$ cat config.mk
export PLATFORM = sky130hd
export DESIGN_NAME = gpf_div_cell
export DESIGN_NICKNAME = d
export VERILOG_FILES = /design/src/rtl/core/gpf_pkg.sv /design/src/rtl/core/gpf_div_cell.sv
export SDC_FILE = /design/constraint.sdc
export NUM_CORES = 1
export LEC_CHECK = 0
export ABC_AREA = 1
export BUFFER_PORTS_ARGS = -buffer_cell sky130_fd_sc_hd__buf_2
export CORE_AREA = 2 2 257 259
export CTS_CLUSTER_DIAMETER = 60
export DETAILED_ROUTE_END_ITERATION = 8
export DIE_AREA = 0 0 259 261
export SLEW_MARGIN = 20
export SYNTH_ARGS = -nofsm -noshare
export SYNTH_HDL_FRONTEND = slang
export SYNTH_SLANG_ARGS = --single-unit
$ cat constraint.sdc
create_clock -name clock -period 3.8 [get_ports clock]
set_input_delay 0.19 -clock clock [delete_from_list [all_inputs] [get_ports clock]]
set_output_delay 0.19 -clock clock [all_outputs]
set_load 0.02 [all_outputs]
$ cat src/rtl/core/gpf_pkg.sv
// shared constants, tables and types for the globular projection pipeline
`default_nettype none

package gpf_pkg;

   localparam int FRAC_BITS   = 29;
   localparam int SINE_TERMS  = 8;
   localparam int SQRT_STEPS  = 33;
   localparam int DIV_STEPS   = 32;

   // pi, pi/2 and (pi/2)^2, rounded to the fraction grid
   localparam logic [31:0] PI_Q   = 32'd1686629713;
   localparam logic [29:0] HALF_Q = 30'd843314857;
   localparam logic [30:0] HSQ_Q  = 31'd1324675879;
   localparam logic [29:0] ONE_Q  = 30'(64'd1 << FRAC_BITS);

   // csr register indexes
   localparam logic [1:0] CSR_SINE_LATITUDE = 2'd0;
   localparam logic [1:0] CSR_OVAL_OUTER    = 2'd1;

   // horner divisors (2k)(2k+1) for k = 8 down to 1, and their floored 2^32 reciprocals
   localparam logic [8:0] SINE_DIV [SINE_TERMS] = '{
      9'd272, 9'd210, 9'd156, 9'd110, 9'd72, 9'd42, 9'd20, 9'd6
   };
   localparam logic [31:0] SINE_RECIP [SINE_TERMS] = '{
      32'(64'h1_0000_0000 / 272), 32'(64'h1_0000_0000 / 210),
      32'(64'h1_0000_0000 / 156), 32'(64'h1_0000_0000 / 110),
      32'(64'h1_0000_0000 / 72),  32'(64'h1_0000_0000 / 42),
      32'(64'h1_0000_0000 / 20),  32'(64'h1_0000_0000 / 6)
   };

   // per-point sideband that rides along the cell chains
   typedef struct packed {
      logic [30:0] a;        // |longitude|
      logic [29:0] p;        // |latitude|
      logic [29:0] v;        // |y|
      logic        lon_neg;
      logic        lat_neg;
      logic        sine;
      logic        oval;     // arc formula applies to this point
      logic [33:0] g;        // bulge base, later the divisor
      logic [62:0] nq;       // bulge numerator
      logic [32:0] root;
   } gpf_item_type;

endpackage

`default_nettype wire

$ cat src/rtl/core/gpf_div_cell.sv
// one restoring division step against the divisor carried in the item
`default_nettype none

module gpf_div_cell import gpf_pkg::*; (
   input  wire logic         clock,
   input  wire logic         reset,
   input  wire logic         en,
   input  wire logic         in_valid,
   input  wire logic [33:0]  in_rem,
   input  wire logic [31:0]  in_num,
   input  wire logic [31:0]  in_quo,
   input  wire gpf_item_type in_item,
   output logic              out_valid,
   output logic [33:0]       out_rem,
   output logic [31:0]       out_num,
   output logic [31:0]       out_quo,
   output gpf_item_type      out_item
);

   logic         valid_ff;
   logic [33:0]  rem_ff, rem_in;
   logic [31:0]  num_ff, num_in;
   logic [31:0]  quo_ff, quo_in;
   gpf_item_type item_ff;

   logic [34:0]  rin;
   logic [34:0]  dv;
   logic [34:0]  diff;
   logic         ge;

   assign rin    = {in_rem, in_num[31]};
   assign dv     = {1'b0, in_item.g};
   assign diff   = rin - dv;
   assign ge     = (rin >= dv);
   assign rem_in = ge ? diff[33:0] : rin[33:0];
   assign quo_in = {in_quo[30:0], ge};
   assign num_in = {in_num[30:0], 1'b0};

   always_ff @(posedge clock) begin
      if (reset) begin
         valid_ff <= 1'b0;
      end else if (en) begin
         valid_ff <= in_valid;
      end
   end

   always_ff @(posedge clock) begin
      if (en) begin
         rem_ff  <= rem_in;
         num_ff  <= num_in;
         quo_ff  <= quo_in;
         item_ff <= in_item;
      end
   end

   assign out_valid = valid_ff;
   assign out_rem   = rem_ff;
   assign out_num   = num_ff;
   assign out_quo   = quo_ff;
   assign out_item  = item_ff;

endmodule

`default_nettype wire

==> Implementation_results.wiki <==
{| class="wikitable"
! Metric !! Value
|-
| Run status || completed
|-
| Post-CTS repair timing setup buffer count || 0
|-
| Clock tree from TritonCTS || yes
|-
| Post-synthesis cell type count || 34
|-
| Worst setup EP type || register
|-
| Ranking of synthesized cells by area || sky130_fd_sc_hd__edfxtp_1 (75%), sky130_fd_sc_hd__nand2_1 (7.3%), sky130_fd_sc_hd__inv_1 (3.7%), sky130_fd_sc_hd__ha_1 (3.3%), sky130_fd_sc_hd__nand2_2 (1.8%)
|-
| Average via count per standard cell || between 3 and 4
|-
| Synth area leader || sky130_fd_sc_hd__edfxtp_1
|-
| Horizontal die dimension || 259 um
|-
| Total Die Area || 67,600 sq um
|-
| Area growth from synthesis to layout || 70.2%
|-
| Average wire per cell in the routed design || slightly above 20 um
|-
| Clock insertion delay at the later pin of the skew report || 550 ps
|-
| Die outline height || 261 um
|-
| Net switching power of the design || approximately 3.0 mW
|-
| Clock-pin slew of the registers on the worst-case setup and hold paths || 60 ps
|-
| Most common flop cell mapped by yosys || sky130_fd_sc_hd__edfxtp_1
|-
| Number of CTS-inserted buffers || 44
|-
| Kind of path behind the tightest hold check || in -> reg
|-
| Worst voltage drop across the vdd grid || 0.280 mV
|-
| Hold Crit Depth || 1
|-
| Count of nets left with antenna violations after detail routing || 0
|-
| Final GP Congestion || 0.849
|-
| Setup repair after global routing missed its margin || false
|-
| Nets || 2,345
|-
| Worst Path Arrival || 2940 ps
|-
| Row count || 94
|-
| Number of antenna violations at the first check in global routing || 15
|-
| List of most frequent post-synthesis cells || sky130_fd_sc_hd__edfxtp_1 (322), sky130_fd_sc_hd__nand2_1 (252), sky130_fd_sc_hd__inv_1 (129), sky130_fd_sc_hd__nor2_1 (54), sky130_fd_sc_hd__nand2_2 (38)
|-
| Max Buffers Root-to-Sink || 3
|-
| Core box area || 65,000 sq um
|-
| Tot GR Track Use || 0.164
|-
| Clock Tree Root || sky130_fd_sc_hd__clkbuf_16
|-
| Overall power consumption || 10.6 mW
|-
| Maximum Capacitance Violations || 0
|-
| Share of total power in combinational logic || 0.180
|-
| Number of cells upsized or downsized after cts || 0
|-
| Count leader, synth || sky130_fd_sc_hd__edfxtp_1
|-
| Number of detailed-routing iterations run before antenna repair || 5
|-
| Clock Skew || 0 ps
|-
| Count of routing violations after the opening detailed-route iteration || 911
|-
| Path depth of the worst reg2reg path || 3
|-
| Post-synth EDFFs || 322
|-
| Slew @ Worst Pin || 820 ps
|-
| Setup Total Neg Slack || 0 ps
|-
| Crit path time final || ~2600 ps
|-
| Synthesized flop and latch total || about 320
|-
| Power density over cell area || a little under 500 nW/um^2
|-
| I/O pin count || 651
|-
| Number of global-route vias before repair || 11,800
|-
| CTS H-tree lvls || 2
|-
| Crit Path Class || in -> reg
|-
| Mean Syn Cell Area || between 10 and 15 sq um
|-
| Clock Sinks || around 320
|-
| Sequential cell area || about 9700 sq um
|-
| Pin count of the biggest net entering global routing || 106
|-
| Clock share of power || 0.406
|-
| Number of standard cells after synthesis || ~970
|-
| Layout fillers || 6,422
|-
| Setup-failing EPs final || 0
|-
| Static power due to leakage || 9.93 nW
|-
| Share of flip-flops with an asynchronous set or reset || 0
|-
| Ys Warns || 0
|-
| Sequential Power Share || 0.414
|-
| Timing-limited maximum frequency || 0.379 GHz
|-
| Initial Utilization || 0.199
|-
| Sequential fraction of the synthesis area || 0.749
|-
| Data required time at the worst endpoint || 4100 ps
|-
| Half-perimeter wire length after detailed placement || 44.5 mm
|-
| Max Transition Viols Final || 0
|-
| Total congestion overflow || 0
|-
| Net count after synthesis || 1,330
|-
| Aggregate routed wire length || 58.8 mm
|-
| Startpoint Class || input pin
|-
| DRC || 0
|-
| Hold Fails Final Rpt || 0
|-
| Multi-input logic area || 2640 sq um
|-
| First-pass GRT wire length || 79.4 mm
|-
| Layout cells sized above 1 || 0.388
|-
| Via count of the routed design || 11,400
|-
| Input/output buffers || 648
|-
| Final critical-path share of the clock period || 0.694
|-
| Share of the synthesized area in the top cell type || 0.747
|-
| Slew Limit Headroom || 0.453
|-
| Internal power || ~7.6 mW
|-
| Post-synthesis instance area || 12,900 sq um
|-
| Switching share of power || 0.281
|-
| Critical path fanouts, max || 4
|}
worst max-delay path: stages:
cell and delay [ps]:
sky130_fd_sc_hd__dlygate4sd3_1 530, sky130_fd_sc_hd__buf_2 120, sky130_fd_sc_hd__inv_1 60, sky130_fd_sc_hd__ha_1 280, sky130_fd_sc_hd__inv_1 110, sky130_fd_sc_hd__fa_1 450, sky130_fd_sc_hd__nand3_1 110, sky130_fd_sc_hd__nand3_1 160
sky130_fd_sc_hd__nand2_1 100, sky130_fd_sc_hd__nand2_1 120, sky130_fd_sc_hd__nand2_1 100, sky130_fd_sc_hd__nand2_1 190, sky130_fd_sc_hd__nand3_1 180, sky130_fd_sc_hd__nand3b_1 90, sky130_fd_sc_hd__nand3_1 90, sky130_fd_sc_hd__nand2_1 60
registers in the layout, summed over array words and instances, names as in the netlist:
name / flops
out_valid: 1
out_num: 31
out_item: 225
out_rem: 34
out_quo: 32
worst paths after layout:
check	start	endpoint	slack [ps]
min reg2reg	out_valid$_SDFFE_PP0P_	out_valid$_SDFFE_PP0P_	1090
max	in_num[31]	out_rem[24]$_DFFE_PP_	1160
max reg2reg	out_valid$_SDFFE_PP0P_	out_valid$_SDFFE_PP0P_	2610
min	en	out_item[164]$_DFFE_PP_	210
per-stage QoR:
stage	cell area, sq um	setup WS (ps)	std cells	util	hold WS [ps]
2_1_floorplan	12900	1820	968	-	262
3_3_place_gp	17200	1150	2478	0.265	355
3_5_place_dp	17200	1130	2478	0.265	361
4_1_cts	22000	1210	2882	0.338	186
5_1_grt	22000	943	2883	0.339	212
6_report	22000	1160	2886	0.339	207
logic make-up after synthesis:
group	Yosys count	share of synthesized area
adder cells (fa/ha/maj)	35	0.0344
XOR/XNOR	18	0.0122
AO/OA/AOI/OAI	42	0.0174
AND/OR/NAND/NOR	408	0.139
other	1	0.000290
multiplexers	1	0.000774
buffers and inverters	140	0.0470
flip-flops	323	0.749
metal layers:
layer  part of all wire  vias to the layer above  global-route usage
met3              0.082                      129              0.0523
met4              0.064                       12              0.0957
li1                   -                     5318                   -
met1               0.39                     5457               0.188
met2               0.46                      506               0.268
met5             0.0013                        -                   0
area by class of cell:
| type | instances | area share |
|---|---|---|
| Timing Repair Buffer | 976 | 0.298 |
| Tap cell | 864 | 0.0491 |
| Multi-Input combinational cell | 505 | 0.120 |
| Sequential cell | 323 | 0.440 |
| Antenna cell | 4 | 0.000454 |
| Inverter | 133 | 0.0230 |
| Clock inverter | 28 | 0.0157 |
| Clock buffer | 53 | 0.0539 |
cells in the final DEF, fill, tap and decap left out, types with 15 or more instances in the layout:
cell type	synthesis	routed
sky130_fd_sc_hd__nor2_1	54	54
sky130_fd_sc_hd__dlygate4sd3_1	0	323
sky130_fd_sc_hd__nand2_2	38	38
sky130_fd_sc_hd__nand2_1	252	252
sky130_fd_sc_hd__a21oi_1	25	25
sky130_fd_sc_hd__inv_1	129	129
sky130_fd_sc_hd__nand3_1	36	36
sky130_fd_sc_hd__clkbuf_16	0	46
sky130_fd_sc_hd__buf_2	0	647
sky130_fd_sc_hd__ha_1	34	34
sky130_fd_sc_hd__xor2_1	15	15
sky130_fd_sc_hd__edfxtp_1	322	322
power by group through the flow:
stage,combinational (mW),sequential [mW],clock [mW]
floorplan,0.416,4.84,0
global route,2.04,4.41,4.57
detailed placement,1.63,4.44,0
finish,1.90,4.38,4.30
global placement,1.62,4.45,0
CTS,1.92,4.38,4.44
timing repair:
action | 4_1_cts | 5_1_grt
setup endpoints to repair | 0 | 0
hold buffers | 323 | 0
hold endpoints to repair | 322 | 0
(Power assumes the default switching activity.)
