--- src/rtl/core/gpf_pkg.sv ---
// shared constants, tables and types for the globular projection pipeline
`default_nettype none

package gpf_pkg;

   localparam int FRAC_BITS   = 29;
   localparam int SINE_TERMS  = 8;
   localparam int SQRT_STEPS  = 33;
   localparam int DIV_STEPS   = 32;

   // pi, pi/2 and (pi/2)^2, rounded to the fraction grid
   localparam logic [31:0] PI_Q   = 32'd1686629713;
   localparam logic [29:0] HALF_Q = 30'd843314857;
   localparam logic [30:0] HSQ_Q  = 31'd1324675879;
   localparam logic [29:0] ONE_Q  = 30'(64'd1 << FRAC_BITS);

   // csr register indexes
   localparam logic [1:0] CSR_SINE_LATITUDE = 2'd0;
   localparam logic [1:0] CSR_OVAL_OUTER    = 2'd1;

   // horner divisors (2k)(2k+1) for k = 8 down to 1, and their floored 2^32 reciprocals
   localparam logic [8:0] SINE_DIV [SINE_TERMS] = '{
      9'd272, 9'd210, 9'd156, 9'd110, 9'd72, 9'd42, 9'd20, 9'd6
   };
   localparam logic [31:0] SINE_RECIP [SINE_TERMS] = '{
      32'(64'h1_0000_0000 / 272), 32'(64'h1_0000_0000 / 210),
      32'(64'h1_0000_0000 / 156), 32'(64'h1_0000_0000 / 110),
      32'(64'h1_0000_0000 / 72),  32'(64'h1_0000_0000 / 42),
      32'(64'h1_0000_0000 / 20),  32'(64'h1_0000_0000 / 6)
   };

   // per-point sideband that rides along the cell chains
   typedef struct packed {
      logic [30:0] a;        // |longitude|
      logic [29:0] p;        // |latitude|
      logic [29:0] v;        // |y|
      logic        lon_neg;
      logic        lat_neg;
      logic        sine;
      logic        oval;     // arc formula applies to this point
      logic [33:0] g;        // bulge base, later the divisor
      logic [62:0] nq;       // bulge numerator
      logic [32:0] root;
   } gpf_item_type;

endpackage

`default_nettype wire

--- src/rtl/core/gpf_sqrt_cell.sv ---
// one restoring square root step: two radicand bits in, one root bit out
`default_nettype none

module gpf_sqrt_cell import gpf_pkg::*; (
   input  wire logic         clock,
   input  wire logic         reset,
   input  wire logic         en,
   input  wire logic         in_valid,
   input  wire logic [65:0]  in_rad,
   input  wire logic [34:0]  in_rem,
   input  wire logic [32:0]  in_root,
   input  wire gpf_item_type in_item,
   output logic              out_valid,
   output logic [65:0]       out_rad,
   output logic [34:0]       out_rem,
   output logic [32:0]       out_root,
   output gpf_item_type      out_item
);

   logic         valid_ff;
   logic [65:0]  rad_ff, rad_in;
   logic [34:0]  rem_ff, rem_in;
   logic [32:0]  root_ff, root_in;
   gpf_item_type item_ff;

   logic [36:0]  rin;
   logic [36:0]  trial;
   logic [36:0]  diff;
   logic         ge;

   assign rin     = {in_rem, in_rad[65:64]};
   assign trial   = {2'b00, in_root, 2'b01};
   assign diff    = rin - trial;
   assign ge      = (rin >= trial);
   assign rem_in  = ge ? diff[34:0] : rin[34:0];
   assign root_in = {in_root[31:0], ge};
   assign rad_in  = {in_rad[63:0], 2'b00};

   always_ff @(posedge clock) begin
      if (reset) begin
         valid_ff <= 1'b0;
      end else if (en) begin
         valid_ff <= in_valid;
      end
   end

   always_ff @(posedge clock) begin
      if (en) begin
         rad_ff  <= rad_in;
         rem_ff  <= rem_in;
         root_ff <= root_in;
         item_ff <= in_item;
      end
   end

   assign out_valid = valid_ff;
   assign out_rad   = rad_ff;
   assign out_rem   = rem_ff;
   assign out_root  = root_ff;
   assign out_item  = item_ff;

endmodule

`default_nettype wire

--- config.mk ---
export PLATFORM = sky130hd
export DESIGN_NAME = gpf_sqrt_cell
export DESIGN_NICKNAME = d
export VERILOG_FILES = /design/src/rtl/core/gpf_pkg.sv /design/src/rtl/core/gpf_sqrt_cell.sv
export SDC_FILE = /design/constraint.sdc
export NUM_CORES = 1
export LEC_CHECK = 0
export BUFFER_PORTS_ARGS = -buffer_cell sky130_fd_sc_hd__buf_2
export CELL_PAD_IN_SITES_DETAIL_PLACEMENT = 1
export CELL_PAD_IN_SITES_GLOBAL_PLACEMENT = 2
export CORE_AREA = 10 10 276 278
export DETAILED_ROUTE_END_ITERATION = 8
export DIE_AREA = 0 0 286 288
export PLACE_DENSITY_LB_ADDON = 0.1
export SLEW_MARGIN = 20
export SYNTH_ARGS = -nofsm -noshare
export SYNTH_HDL_FRONTEND = slang
export SYNTH_SLANG_ARGS = --single-unit
export TNS_END_PERCENT = 1
--- constraint.sdc ---
create_clock -name clock -period 8.69 [get_ports clock]
set_input_delay 1.738 -clock clock [delete_from_list [all_inputs] [get_ports clock]]
set_output_delay 1.738 -clock clock [all_outputs]
set_load 0.01 [all_outputs]
==> summary by stage, run 1 <==
STA
Setup total negative slack on the finished layout was measured at 0 ns. The final hold violation count came to 0. Setup violations remaining at the end of the flow were counted as 0. The final critical path time including I/O delays and setup is 4.58 ns. Between clock sinks in the finished design, the worst skew comes to 0 ns. Static timing analysis puts the maximum clock frequency at 0.218 GHz.

Setup repair after global routing left no endpoint under its margin. Hold timing on the final database bottoms out at a slack of 0.493 ns. Measured against its own limit, the worst slew margin works out to 34.4%. The fraction of the cycle the final worst path needs is 52.7%. The number of pins exceeding their max-slew limit in the final report was 0. The transition at the pin with the smallest max-transition slack is 0.984 ns.

Floorplan
The initial cell density of the core is 18.5%. The floorplan has 98 rows. The total area inside the core boundary comes to 70900 sq um. Pin placement for this block handled 723 I/O pins. The die is 286 um wide. The floorplan step defined a die boundary enclosing 82400 sq um. The die height is 288 um.

Worst setup path
At the worst endpoint, the arrival time is 4.89 ns. The worst-case reg-to-reg path depth is 2. The kind of launch point of the worst setup path is an input port. The longest individual stage delay on the worst path is 0.48 ns. Data on the critical path is required at its endpoint by 9.00 ns. The kind of capture point of the worst setup path is a flop.

Along the worst path, the maximum fanout reaches 32. The critical path's slowest cell is sky130_fd_sc_hd__a211oi_1. The setup slack of the worst register-to-register path is 8.11 ns. Walking the worst path, the cells encountered are buf_2 > inv_1 > ha_1 > nand4_1 > or3_1 > nor3_1 > o211ai_1 > a211oi_1 > o211ai_4 > buf_16 > buf_4 > nand2_1 > o21ai_0. The origin of the critical flop-to-flop path is out_valid. The start-to-end type of the worst setup path is input port to flop. The end of the worst register-to-register path is out_valid.

CTS
The maximum level of the CTS H-tree is 2. The TritonCTS sink count is 358. The maximum buffer depth of the clock tree is 3. At the later pin of the worst-skew pair, clock insertion delay measures 0.57 ns. TritonCTS built the clock tree. The buffer count from post-CTS setup fixing is 0.

In this run, post-CTS repair resized a total of 0 instances. The number of hold buffers added after CTS is 0. The clock-pin slew on the worst setup and hold paths is 0.06 ns. The cell sitting at the root of the clock tree is a sky130_fd_sc_hd__clkbuf_16.

Counting the buffers created by CTS gives 46.

GRT
For this run the aggregate overflow at the end of global routing stands at 0. The number of antenna violations at the first check in global routing is 29. The largest net degree at the start of global routing is 161. The first global-routing pass estimated 80500 um of wire. The global-route total usage across every layer is 13.8%. The via count of the first global-routing pass is 9951.

Logic synthesis
Of the total synthesized cell area, the portion taken by AND, OR, NAND and NOR gates is 3.80%. The count of mapped cells out of synthesis is 737. Summing the areas of all compound-gate instances in the mapped netlist gives 6.49% of the synthesized area. The flip-flop and latch count after synthesis is 358. The combinational family with the most area after synthesis is compound AO/OA/AOI/OAI gates. The synthesis warning total is 0.

In this run, synthesis inferred 357 flip-flops with an integrated enable. The mux share of post-synthesis cell area is 0.267%. The synthesized netlist devotes 3.34% of its cell area to adder and majority cells.

The post-synthesis instance area is 13100 sq um. In this run, distinct cell masters in the synthesized netlist total 48. The share of synthesized area occupied by flip-flops and latches is 81.9%. The mean instance size in the synthesized netlist is 17.8 sq um. The main flop type after synthesis is sky130_fd_sc_hd__edfxtp_1. The proportion of register bits with asynchronous set or reset after synthesis is 0%.

The synthesized netlist devotes 2.20% of its cell area to XOR and XNOR gates.

Route
The number of nets with antenna violations after detailed routing is 0. The sum of routed wire length over all layers is 60700 um. For this run, design rule violations remaining after detail routing come to 0.

In the routed layout, each cell is associated on average with a via count of 3.81. The number of vias in the routed layout is 9492. The first detailed-routing pass took 4 iterations. The first routing iteration left 518 violations. After detailed routing, the average wire length per cell comes to 24.4 um.

Placed design
The port buffer count is 720. Detailed placement finished with a half-perimeter wire length of 49700 um. Routability-driven placement finished with a final weighted congestion of 0.767.

In this run the cell area measured after placement is 17900 sq um.

Pwr
In this run the power density over the cells is 235 nW/um^2. The largest voltage drop on the vdd net is 0.126 mV. Summed over all cells, the static leakage comes to 8.22 nW. The final total power is 4.56 mW.

Hold path
The path with the worst hold slack has its endpoint at out_valid. The startpoint of the most critical hold path is out_valid. The hold path depth is 2.

The class of the tightest hold or removal check is flop to flop.

Layout
Compared with the post-synthesis result, the final layout area differs by 47.8%. The number of fillers in the final layout is 7896. The share of cells above drive strength 1 is 51.8%. The number of nets in the finished design is 1895.

Measured on the finished design, the core utilization comes to 27.3%. The total non-filler cell area in the finished layout is 19400 sq um.

Status
The flow ran to the end, and the final reports show no timing, DRC or antenna violations.

Flow run
The max-capacitance violation count is 0.
==> state kept, by name, summed over array words and instances, names as in the netlist <==
register   count
out_valid      1
out_root      33
out_item     225
out_rem       35
out_rad       64
==> synthesized netlist by cell type, types with 2 or more instances <==
master	n	share of area (%)
sky130_fd_sc_hd__xor2_1	17	1.1
sky130_fd_sc_hd__xnor2_1	16	1.1
sky130_fd_sc_hd__buf_6	4	0.34
sky130_fd_sc_hd__buf_4	2	0.11
sky130_fd_sc_hd__buf_2	2	0.076
sky130_fd_sc_hd__nand4_1	5	0.24
sky130_fd_sc_hd__o211ai_1	6	0.34
sky130_fd_sc_hd__nand2b_1	2	0.095
sky130_fd_sc_hd__a211oi_1	3	0.17
sky130_fd_sc_hd__o21ai_1	29	1.1
sky130_fd_sc_hd__a21oi_1	37	1.4
sky130_fd_sc_hd__nor4_1	2	0.095
sky130_fd_sc_hd__a21o_1	19	1.1
sky130_fd_sc_hd__o21bai_1	6	0.34
sky130_fd_sc_hd__nor2_1	22	0.63
sky130_fd_sc_hd__nor3_1	5	0.19
sky130_fd_sc_hd__o21ai_0	13	0.50
sky130_fd_sc_hd__mux2i_1	2	0.15
sky130_fd_sc_hd__nand3_1	8	0.31
sky130_fd_sc_hd__o31a_1	2	0.13
sky130_fd_sc_hd__inv_1	43	1.2
sky130_fd_sc_hd__or3_1	3	0.14
sky130_fd_sc_hd__clkbuf_1	6	0.17
sky130_fd_sc_hd__o21a_1	4	0.23
sky130_fd_sc_hd__nand2_1	59	1.7
sky130_fd_sc_hd__edfxtp_1	357	82
sky130_fd_sc_hd__and3_1	4	0.19
sky130_fd_sc_hd__a31o_2	2	0.13
sky130_fd_sc_hd__o31ai_1	3	0.17
sky130_fd_sc_hd__a31oi_1	2	0.095
sky130_fd_sc_hd__ha_1	35	3.3
==> layer usage <==
metal	up-vias	global-route usage (%)	share of wire [%]
met5	-	0	0.38
met4	32	4.07	2.5
met3	110	6.64	10
met2	388	25.4	53
met1	4614	13.4	34
li1	4348	-	-
==> worst max-delay path, delay by kind of cell <==
kind	cells	cell delay [ns]
AND/OR/NAND/NOR	4	1.03
AO/OA/AOI/OAI	4	1.01
buffers and inverters	4	0.61
adder cells (fa/ha/maj)	1	0.44
==> kinds of logic (layout without fill, tap and decap cells) <==
logic type               after synthesis  in the layout
adder cells (fa/ha/maj)               35             35
AO/OA/AOI/OAI                        136            136
XOR/XNOR                              33             33
other                                  1             11
multiplexers                           3              3
flip-flops                           358            358
AND/OR/NAND/NOR                      114            114
buffers and inverters                 57            852
==> cells in the final DEF (no fill, tap or decap), drive strengths merged, types with 2 or more instances in the layout <==
master | synthesis | routed
o21bai | 6 | 6
o21a | 4 | 4
nor4 | 2 | 2
nor3 | 5 | 5
a31o | 2 | 2
o21ai | 43 | 43
edfxtp | 357 | 357
ha | 35 | 35
nand2b | 2 | 2
clkinvlp | 0 | 3
nand2 | 59 | 59
a31oi | 2 | 2
buf | 8 | 725
and3 | 4 | 4
conb | 1 | 2
nor2 | 22 | 22
mux2i | 2 | 2
a21o | 19 | 19
a21oi | 37 | 37
o31a | 2 | 2
nand3 | 8 | 8
xor2 | 17 | 17
bufinv | 0 | 2
a211oi | 3 | 3
xnor2 | 16 | 16
nand4 | 5 | 5
o31ai | 4 | 4
or3 | 3 | 3
diode | 0 | 9
clkbuf | 6 | 65
inv | 43 | 43
clkinv | 0 | 14
o211ai | 7 | 7
==> how the worst max path moves through the flow <==
stage | slack [ns] | startpoint | endpoint
floorplan | 4.40 | in_root[9] | out_rem[17]
global placement | 3.11 | in_rem[0] | out_rem[3]
detailed placement | 3.06 | in_root[0] | out_rem[3]
CTS | 3.69 | in_root[0] | out_rem[34]
global route | 3.77 | in_root[24] | out_rem[34]
finish | 4.11 | in_root[24] | out_rem[34]
==> per-stage QoR <==
stage,instances,worst slack [ns]
5_1_grt,2487,3.77
2_1_floorplan,738,4.40
4_1_cts,2482,3.69
3_3_place_gp,2398,3.11
6_report,2492,4.11
3_5_place_dp,2398,3.06
==> where the power goes <==
| part | internal [mW] | switching [mW] |
|---|---|---|
| Combinational | 0.237 | 0.376 |
| Sequential | 2.08 | 0.0352 |
| Clock | 1.06 | 0.770 |
| Total | 3.38 | 1.18 |
==> cell type report <==
| cell class | instances | area (sq um) | area share (%) |
|---|---|---|---|
| antenna | 9 | 22.5 | 0.116 |
| clock inverter | 19 | 198 | 1.02 |
| inverter | 43 | 161 | 0.833 |
| multi-input combinational | 323 | 2130 | 11.0 |
| clock buffer | 65 | 1240 | 6.41 |
| sequential | 358 | 10700 | 55.4 |
| tap | 950 | 1190 | 6.13 |
| timing repair buffer | 725 | 3700 | 19.1 |
(Power assumes the default switching activity.)
==> inputs of run 2 (changes only) <==
--- a/config.mk
+++ b/config.mk
@@ -8,9 +8,9 @@
 export BUFFER_PORTS_ARGS = -buffer_cell sky130_fd_sc_hd__buf_2
 export CELL_PAD_IN_SITES_DETAIL_PLACEMENT = 1
 export CELL_PAD_IN_SITES_GLOBAL_PLACEMENT = 2
-export CORE_AREA = 10 10 276 278
+export CORE_AREA = 10 10 270 272
 export DETAILED_ROUTE_END_ITERATION = 8
-export DIE_AREA = 0 0 286 288
+export DIE_AREA = 0 0 280 282
 export PLACE_DENSITY_LB_ADDON = 0.1
 export SLEW_MARGIN = 20
 export SYNTH_ARGS = -nofsm -noshare
==> constraint.sdc (replaced) <==
create_clock -name clock -period 4.4 [get_ports clock]
set_input_delay 0.88 -clock clock [delete_from_list [all_inputs] [get_ports clock]]
set_output_delay 0.88 -clock clock [all_outputs]
set_load 0.01 [all_outputs]
==> summary by stage, run 2 (same netlist as run 1, synthesis figures left out) <==
Status
Run status: finished, final reports clean (unchanged).

GRT
The remaining global-route overflow is 0 (unchanged). The via count of the first global-routing pass is 10300 (was 9951). The largest net degree at the start of global routing is 92 (was 161). The number of antenna violations at the first check in global routing came to 36 (was 29). The global-route wire length before repair is 89100 um (was 80500 um). The global-route total usage across every layer is 16.3% (was 13.8%).

STA
The final hold violation count is 0 (unchanged). The routed design could run at a clock period as short as 3.55 ns. The number of pins exceeding their max-slew limit in the final report was 0 (unchanged).

The number of failing setup endpoints in the final timing report came to 0 (unchanged). The transition at the pin with the smallest max-transition slack is 0.890 ns (was 0.984 ns). The final worst clock skew is 0 ns (unchanged). The worst path uses 80.7% of the clock period. The slack of the critical path was 0.847 ns (was 4.11 ns). The final-layout setup total negative slack is 0 ns (unchanged). The fmax is 0.281 GHz.

The headroom to the max-slew limit was 40.7% (was 34.4%). Setup repair after global routing missed its margin: false (unchanged). The minimum hold slack is 0.465 ns (was 0.493 ns).

Placed design
The number of placed instances, taps included is 2344 (was 2398). The global placement routability congestion is 0.823 (was 0.767). The placement-stage worst setup slack is 0.193 ns (was 3.06 ns). The port buffer count is 720 (unchanged). The area of placed instances is 17900 sq um (about the same).

The HPWL after detailed placement is 56900 um (was 49700 um).

Worst setup path
The end of the worst register-to-register path is out_valid (unchanged). The origin of the critical flop-to-flop path is out_valid (unchanged). The kind of launch point of the worst setup path is an input port (unchanged). The setup slack of the worst register-to-register path is 3.82 ns (was 8.11 ns). The highest fanout seen on the critical path is 37 (was 32).

The start-to-end type of the worst setup path was input port to flop (unchanged). The kind of capture point of the worst setup path was a flop (unchanged). The endpoint arrival time on the critical path came to 3.94 ns (was 4.89 ns). The required time of the critical path came to 4.78 ns (was 9.00 ns). The worst-case reg-to-reg path depth is 2 (unchanged).

Flow run
The max-capacitance violation count is 0 (unchanged).

CTS
The clock insertion delay at the later pin of the skew report is 0.56 ns (was 0.57 ns). The total CTS buffers was 46 (unchanged). The clock-pin slew on the worst setup and hold paths is 0.06 ns (about the same). The buffer count from post-CTS setup fixing is 0 (unchanged).

The post-cts resize count came to 0 (unchanged). The number of hold buffers added after CTS is 0 (unchanged). The TritonCTS sink count is 358 (unchanged). The maximum buffer depth of the clock tree is 3 (unchanged). The TritonCTS clock tree is yes (unchanged).

The root buffer cell is sky130_fd_sc_hd__clkbuf_16 (unchanged). The maximum level of the CTS H-tree is 2 (unchanged).

Hold path
The hold path depth came to 2 (unchanged). The startpoint of the most critical hold path is reset (was out_valid). The class of the tightest hold or removal check is input port to flop (was flop to flop). The endpoint of the worst hold path is out_valid (unchanged).

Layout
The total non-filler cell area in the finished layout came to 19400 sq um (about the same). The share of cells above drive strength 1 is 52.3% (was 51.8%). The final cell utilization of the core was 28.6% (was 27.3%). The most common cell after layout, fill and taps aside is sky130_fd_sc_hd__buf_2 (unchanged).

The relative area change from synthesis to final layout was 48.0% (was 47.8%). The post-layout instance count excluding filler cells is 2437 (was 2492). Most used cells in the layout excluding fill and tap cells: sky130_fd_sc_hd__buf_2 (719), sky130_fd_sc_hd__edfxtp_1 (357), sky130_fd_sc_hd__nand2_1 (59) (unchanged). The number of nets in the finished design was 1908 (was 1895). The flip-flop count of the largest register, all copies and words added was 225 (unchanged).

Floorplan
The chip width came to 280 um (was 286 um). The die outline area is 79000 sq um (was 82400 sq um). The number of rows created at floorplan is 96 (was 98). The die height is 282 um (was 288 um). The I/O pin total is 723 (unchanged).

The placeable core region is 67700 sq um (was 70900 sq um). The initial cell density of the core is 19.4% (was 18.5%).

Pwr
The power density over the cells is 469 nW/um^2 (was 235 nW/um^2). The standby leakage power is 8.31 nW (was 8.22 nW). The final total power is 9.11 mW (was 4.56 mW). The largest voltage drop on the vdd net was 0.247 mV (was 0.126 mV).

Route
The detailed-route vias per instance is 4.00 (was 3.81). The number of vias in the routed layout is 9755 (was 9492). The starting DRC count in detailed routing was 527 (was 518). The detailed-route DRC error count came to 0 (unchanged). The sum of routed wire length over all layers came to 67900 um (was 60700 um).

The total iterations of the first detailed-routing run is 4 (unchanged). The routed length per placed instance is 27.9 um (was 24.4 um). The number of nets with antenna violations after detailed routing is 0 (unchanged).
==> run 2: per-layer routing <==
metal  global-route usage [%]  vias to the layer above  routed length, um
met5                        0                        -                241
met4                     6.47                       36               2700
met3                     6.84                      152               6170
met2                     30.0                      416              35900
met1                     15.8                     4776              22900
li1                         -                     4375                  -
==> run 2: final cells by class <==
class | instances | area (sq um)
Multi-Input combinational cell | 323 | 2130
Clock inverter | 22 | 174
Timing Repair Buffer | 738 | 3800
Tap cell | 882 | 1100
Fill cell | 7477 | 48300
Antenna cell | 8 | 20.0
Inverter | 43 | 161
Clock buffer | 63 | 1280
Sequential cell | 358 | 10700
==> run 2: worst max-delay path, cell delays in order <==
cell and delay (ns):
sky130_fd_sc_hd__buf_2 0.09, sky130_fd_sc_hd__inv_1 0.04, sky130_fd_sc_hd__ha_1 0.44, sky130_fd_sc_hd__nand4_1 0.20, sky130_fd_sc_hd__or3_1 0.41, sky130_fd_sc_hd__nor3_1 0.28
sky130_fd_sc_hd__o211ai_1 0.23, sky130_fd_sc_hd__a211oi_1 0.58, sky130_fd_sc_hd__o211ai_4 0.17, sky130_fd_sc_hd__buf_4 0.29, sky130_fd_sc_hd__o31ai_1 0.31
==> run 2: how the worst max path moves through the flow <==
stage                     start           to  slack, ns  cells past startpoint
floorplan            in_root[9]  out_rem[17]       0.97                     11
global placement    in_root[24]  out_rem[34]       0.21                     12
detailed placement  in_root[24]  out_rem[34]       0.19                     12
CTS                 in_root[24]  out_rem[29]       0.78                     11
global route        in_root[24]  out_rem[29]       0.60                     11
finish              in_root[24]  out_rem[29]       0.85                     11
==> run 2: power breakdown <==
part | internal [mW] | switching [mW]
Sequential | 4.11 | 0.0744
Clock | 2.15 | 1.52
Combinational | 0.478 | 0.782
==> inputs of run 3 (changes only) <==
--- a/config.mk
+++ b/config.mk
@@ -8,9 +8,9 @@
 export BUFFER_PORTS_ARGS = -buffer_cell sky130_fd_sc_hd__buf_2
 export CELL_PAD_IN_SITES_DETAIL_PLACEMENT = 1
 export CELL_PAD_IN_SITES_GLOBAL_PLACEMENT = 2
-export CORE_AREA = 10 10 270 272
+export CORE_AREA = 10 10 272 274
 export DETAILED_ROUTE_END_ITERATION = 8
-export DIE_AREA = 0 0 280 282
+export DIE_AREA = 0 0 282 284
 export PLACE_DENSITY_LB_ADDON = 0.1
 export SLEW_MARGIN = 20
 export SYNTH_ARGS = -nofsm -noshare
==> constraint.sdc (replaced) <==
create_clock -name clock -period 2.95 [get_ports clock]
set_input_delay 0.59 -clock clock [delete_from_list [all_inputs] [get_ports clock]]
set_output_delay 0.59 -clock clock [all_outputs]
set_load 0.01 [all_outputs]
==> summary by stage, run 3 (same netlist as run 1, synthesis figures left out) <==
Route
The total iterations of the first detailed-routing run is 4 (unchanged). The number of nets with antenna violations after detailed routing is 0 (unchanged). The starting DRC count in detailed routing is 565 (was 527).

The detailed-route DRC error count is 0 (unchanged). The sum of routed wire length over all layers is 69700 um (was 67900 um). The routed length per placed instance is 27.6 um (was 27.9 um). The number of vias in the routed layout is 9954 (was 9755).

The detailed-route vias per instance was 3.94 (was 4.00).

Floorplan
The die height came to 284 um (was 282 um). The die outline area is 80100 sq um (was 79000 sq um). The initial cell density of the core was 19.2% (was 19.4%).

The number of rows created at floorplan was 96 (unchanged). The placeable core region is 68300 sq um (was 67700 sq um). The chip width is 282 um (was 280 um). The I/O pin total is 723 (unchanged).

Placed design
The global placement routability congestion was 0.827 (was 0.823). The area of placed instances is 18700 sq um (was 17900 sq um). The HPWL after detailed placement is 58600 um (was 56900 um).

The port buffer count is 720 (unchanged). The number of placed instances, taps included is 2430 (was 2344).

Pwr
The largest voltage drop on the vdd net is 0.414 mV (was 0.247 mV). The power density over the cells is 678 nW/um^2 (was 469 nW/um^2). The standby leakage power came to 8.70 nW (was 8.31 nW). The final total power is 13.7 mW (was 9.11 mW).

STA
For the finished layout, the period the worst path requires is 2.69 ns. The final hold violation count was 0 (unchanged). After layout, the worst path uses 91.2% of the clock period. The number of failing setup endpoints in the final timing report was 0 (unchanged).

The transition at the pin with the smallest max-transition slack came to 0.549 ns (was 0.890 ns). The final-layout setup total negative slack is 0 ns (unchanged). Setup repair after global routing missed its margin: false (unchanged).

For this run, the top clock speed supported by timing is 0.372 GHz. The final worst clock skew is 0 ns (unchanged). The number of pins exceeding their max-slew limit in the final report was 0 (unchanged). The headroom to the max-slew limit came to 63.0% (was 40.7%).

Worst setup path
The endpoint arrival time on the critical path came to 3.01 ns (was 3.94 ns). The end of the worst register-to-register path was out_valid (unchanged). The kind of capture point of the worst setup path is a flop (unchanged). The start-to-end type of the worst setup path is input port to flop (unchanged).

The origin of the critical flop-to-flop path was out_valid (unchanged). The required time of the critical path came to 3.26 ns (was 4.78 ns). The highest fanout seen on the critical path is 5 (was 37). The kind of launch point of the worst setup path is an input port (unchanged). The setup slack of the worst register-to-register path is 2.36 ns (was 3.82 ns).

The worst-case reg-to-reg path depth is 2 (unchanged).

Hold path
The endpoint of the worst hold path was out_valid (unchanged). The startpoint of the most critical hold path is reset (unchanged). The class of the tightest hold or removal check is input port to flop (unchanged). The hold path depth is 2 (unchanged).

CTS
The root buffer cell is sky130_fd_sc_hd__clkbuf_16 (unchanged). The TritonCTS sink count was 358 (unchanged). The number of hold buffers added after CTS came to 0 (unchanged). The clock insertion delay at the later pin of the skew report was 0.57 ns (was 0.56 ns). The maximum buffer depth of the clock tree was 3 (unchanged). The buffer count from post-CTS setup fixing is 0 (unchanged). The clock-pin slew on the worst setup and hold paths is 0.06 ns (about the same). The total CTS buffers is 46 (unchanged). The maximum level of the CTS H-tree came to 2 (unchanged). The TritonCTS clock tree is yes (unchanged).

GRT
The global-route wire length before repair is 92000 um (was 89100 um). The largest net degree at the start of global routing is 70 (was 92). The via count of the first global-routing pass was 10500 (was 10300).

The number of antenna violations at the first check in global routing is 43 (was 36). The remaining global-route overflow is 0 (unchanged). The global-route total usage across every layer is 16.6% (was 16.3%).

Layout
The share of cells above drive strength 1 is 55.2% (was 52.3%). The total non-filler cell area in the finished layout is 20100 sq um (was 19400 sq um). The flip-flop count of the largest register, all copies and words added is 225 (unchanged). The number of nets in the finished design is 1994 (was 1908). The post-layout instance count excluding filler cells is 2527 (was 2437). The relative area change from synthesis to final layout is 53.5% (was 48.0%).

The final cell utilization of the core came to 29.4% (was 28.6%). The most common cell after layout, fill and taps aside is sky130_fd_sc_hd__buf_2 (unchanged). Most used cells in the layout excluding fill and tap cells: sky130_fd_sc_hd__buf_2 (719), sky130_fd_sc_hd__edfxtp_1 (357), sky130_fd_sc_hd__buf_4 (97) (was sky130_fd_sc_hd__buf_2 (719), sky130_fd_sc_hd__edfxtp_1 (357), sky130_fd_sc_hd__nand2_1 (59)).

Status
Run status: finished, final reports clean (unchanged).

Flow run
The max-capacitance violation count came to 0 (unchanged).
[run 3: cell count changes in the layout (fill, tap and decap cells not counted), moves of 2 or more]
cell and change:
sky130_fd_sc_hd__buf_4 +83, sky130_fd_sc_hd__diode_2 +9, sky130_fd_sc_hd__clkbuf_1 -4, sky130_fd_sc_hd__clkbuf_8 -4, sky130_fd_sc_hd__ha_1 -4, sky130_fd_sc_hd__ha_4 +4
sky130_fd_sc_hd__buf_12 +3, sky130_fd_sc_hd__clkinvlp_4 +3, sky130_fd_sc_hd__clkinv_1 +2, sky130_fd_sc_hd__clkinv_2 -2
[run 3: worst max-delay path, cell delays in order]
cell                       delay [ns]
sky130_fd_sc_hd__buf_2           0.09
sky130_fd_sc_hd__inv_1           0.04
sky130_fd_sc_hd__ha_1            0.36
sky130_fd_sc_hd__o21a_1          0.15
sky130_fd_sc_hd__o211ai_1        0.10
sky130_fd_sc_hd__a31o_2          0.25
sky130_fd_sc_hd__a31o_2          0.27
sky130_fd_sc_hd__o31a_1          0.35
sky130_fd_sc_hd__o31ai_2         0.36
sky130_fd_sc_hd__a21boi_0        0.17
sky130_fd_sc_hd__xor2_1          0.20
sky130_fd_sc_hd__o21ai_1         0.08
[run 3: worst max-delay path by stage]
stage	start	end	slack, ns	cells past startpoint
2_1_floorplan	in_root[9]	out_rem[17]	0.005	11
3_3_place_gp	in_root[0]	out_rem[25]	-0.41	12
3_5_place_dp	in_root[4]	out_rem[25]	-0.44	12
4_1_cts	in_root[4]	out_rem[25]	0.18	12
5_1_grt	in_root[0]	out_rem[34]	0.006	12
6_report	in_root[4]	out_rem[27]	0.26	12
[run 3: area by class of cell]
type | instances | area [sq um]
antenna | 17 | 42.5
clock buffer | 54 | 1180
clock inverter | 26 | 231
fill | 7571 | 48200
inverter | 43 | 161
multi-input combinational | 323 | 2180
sequential | 358 | 10700
tap | 882 | 1100
timing repair buffer | 824 | 4480
[run 3: routing by layer]
layer / vias to the layer above / track usage, % / share of wire [%]
met4: 40 / 5.38 / 2.9
met5: - / 0 / 0.38
met2: 391 / 31.1 / 53
met1: 4844 / 15.9 / 34
met3: 129 / 7.15 / 9.8
li1: 4550 / - / -
[run 3: report_power, final]
part	switching (mW)	internal, mW
logic	1.18	0.837
registers	0.111	6.12
clock network	2.28	3.12
[run 3: metrics by stage]
step           hold slack (ns)  setup slack, ns
5_1_grt                  0.144          0.00602
6_report                 0.168            0.259
3_3_place_gp             0.473           -0.409
2_1_floorplan            0.528          0.00485
4_1_cts                  0.110            0.180
3_5_place_dp             0.495           -0.443
[run 3: what timing repair did]
item / in CTS / in global routing
hold endpoints to repair: 0 / 0
gates resized for setup: 0 / 1
setup endpoints to repair: 0 / 1
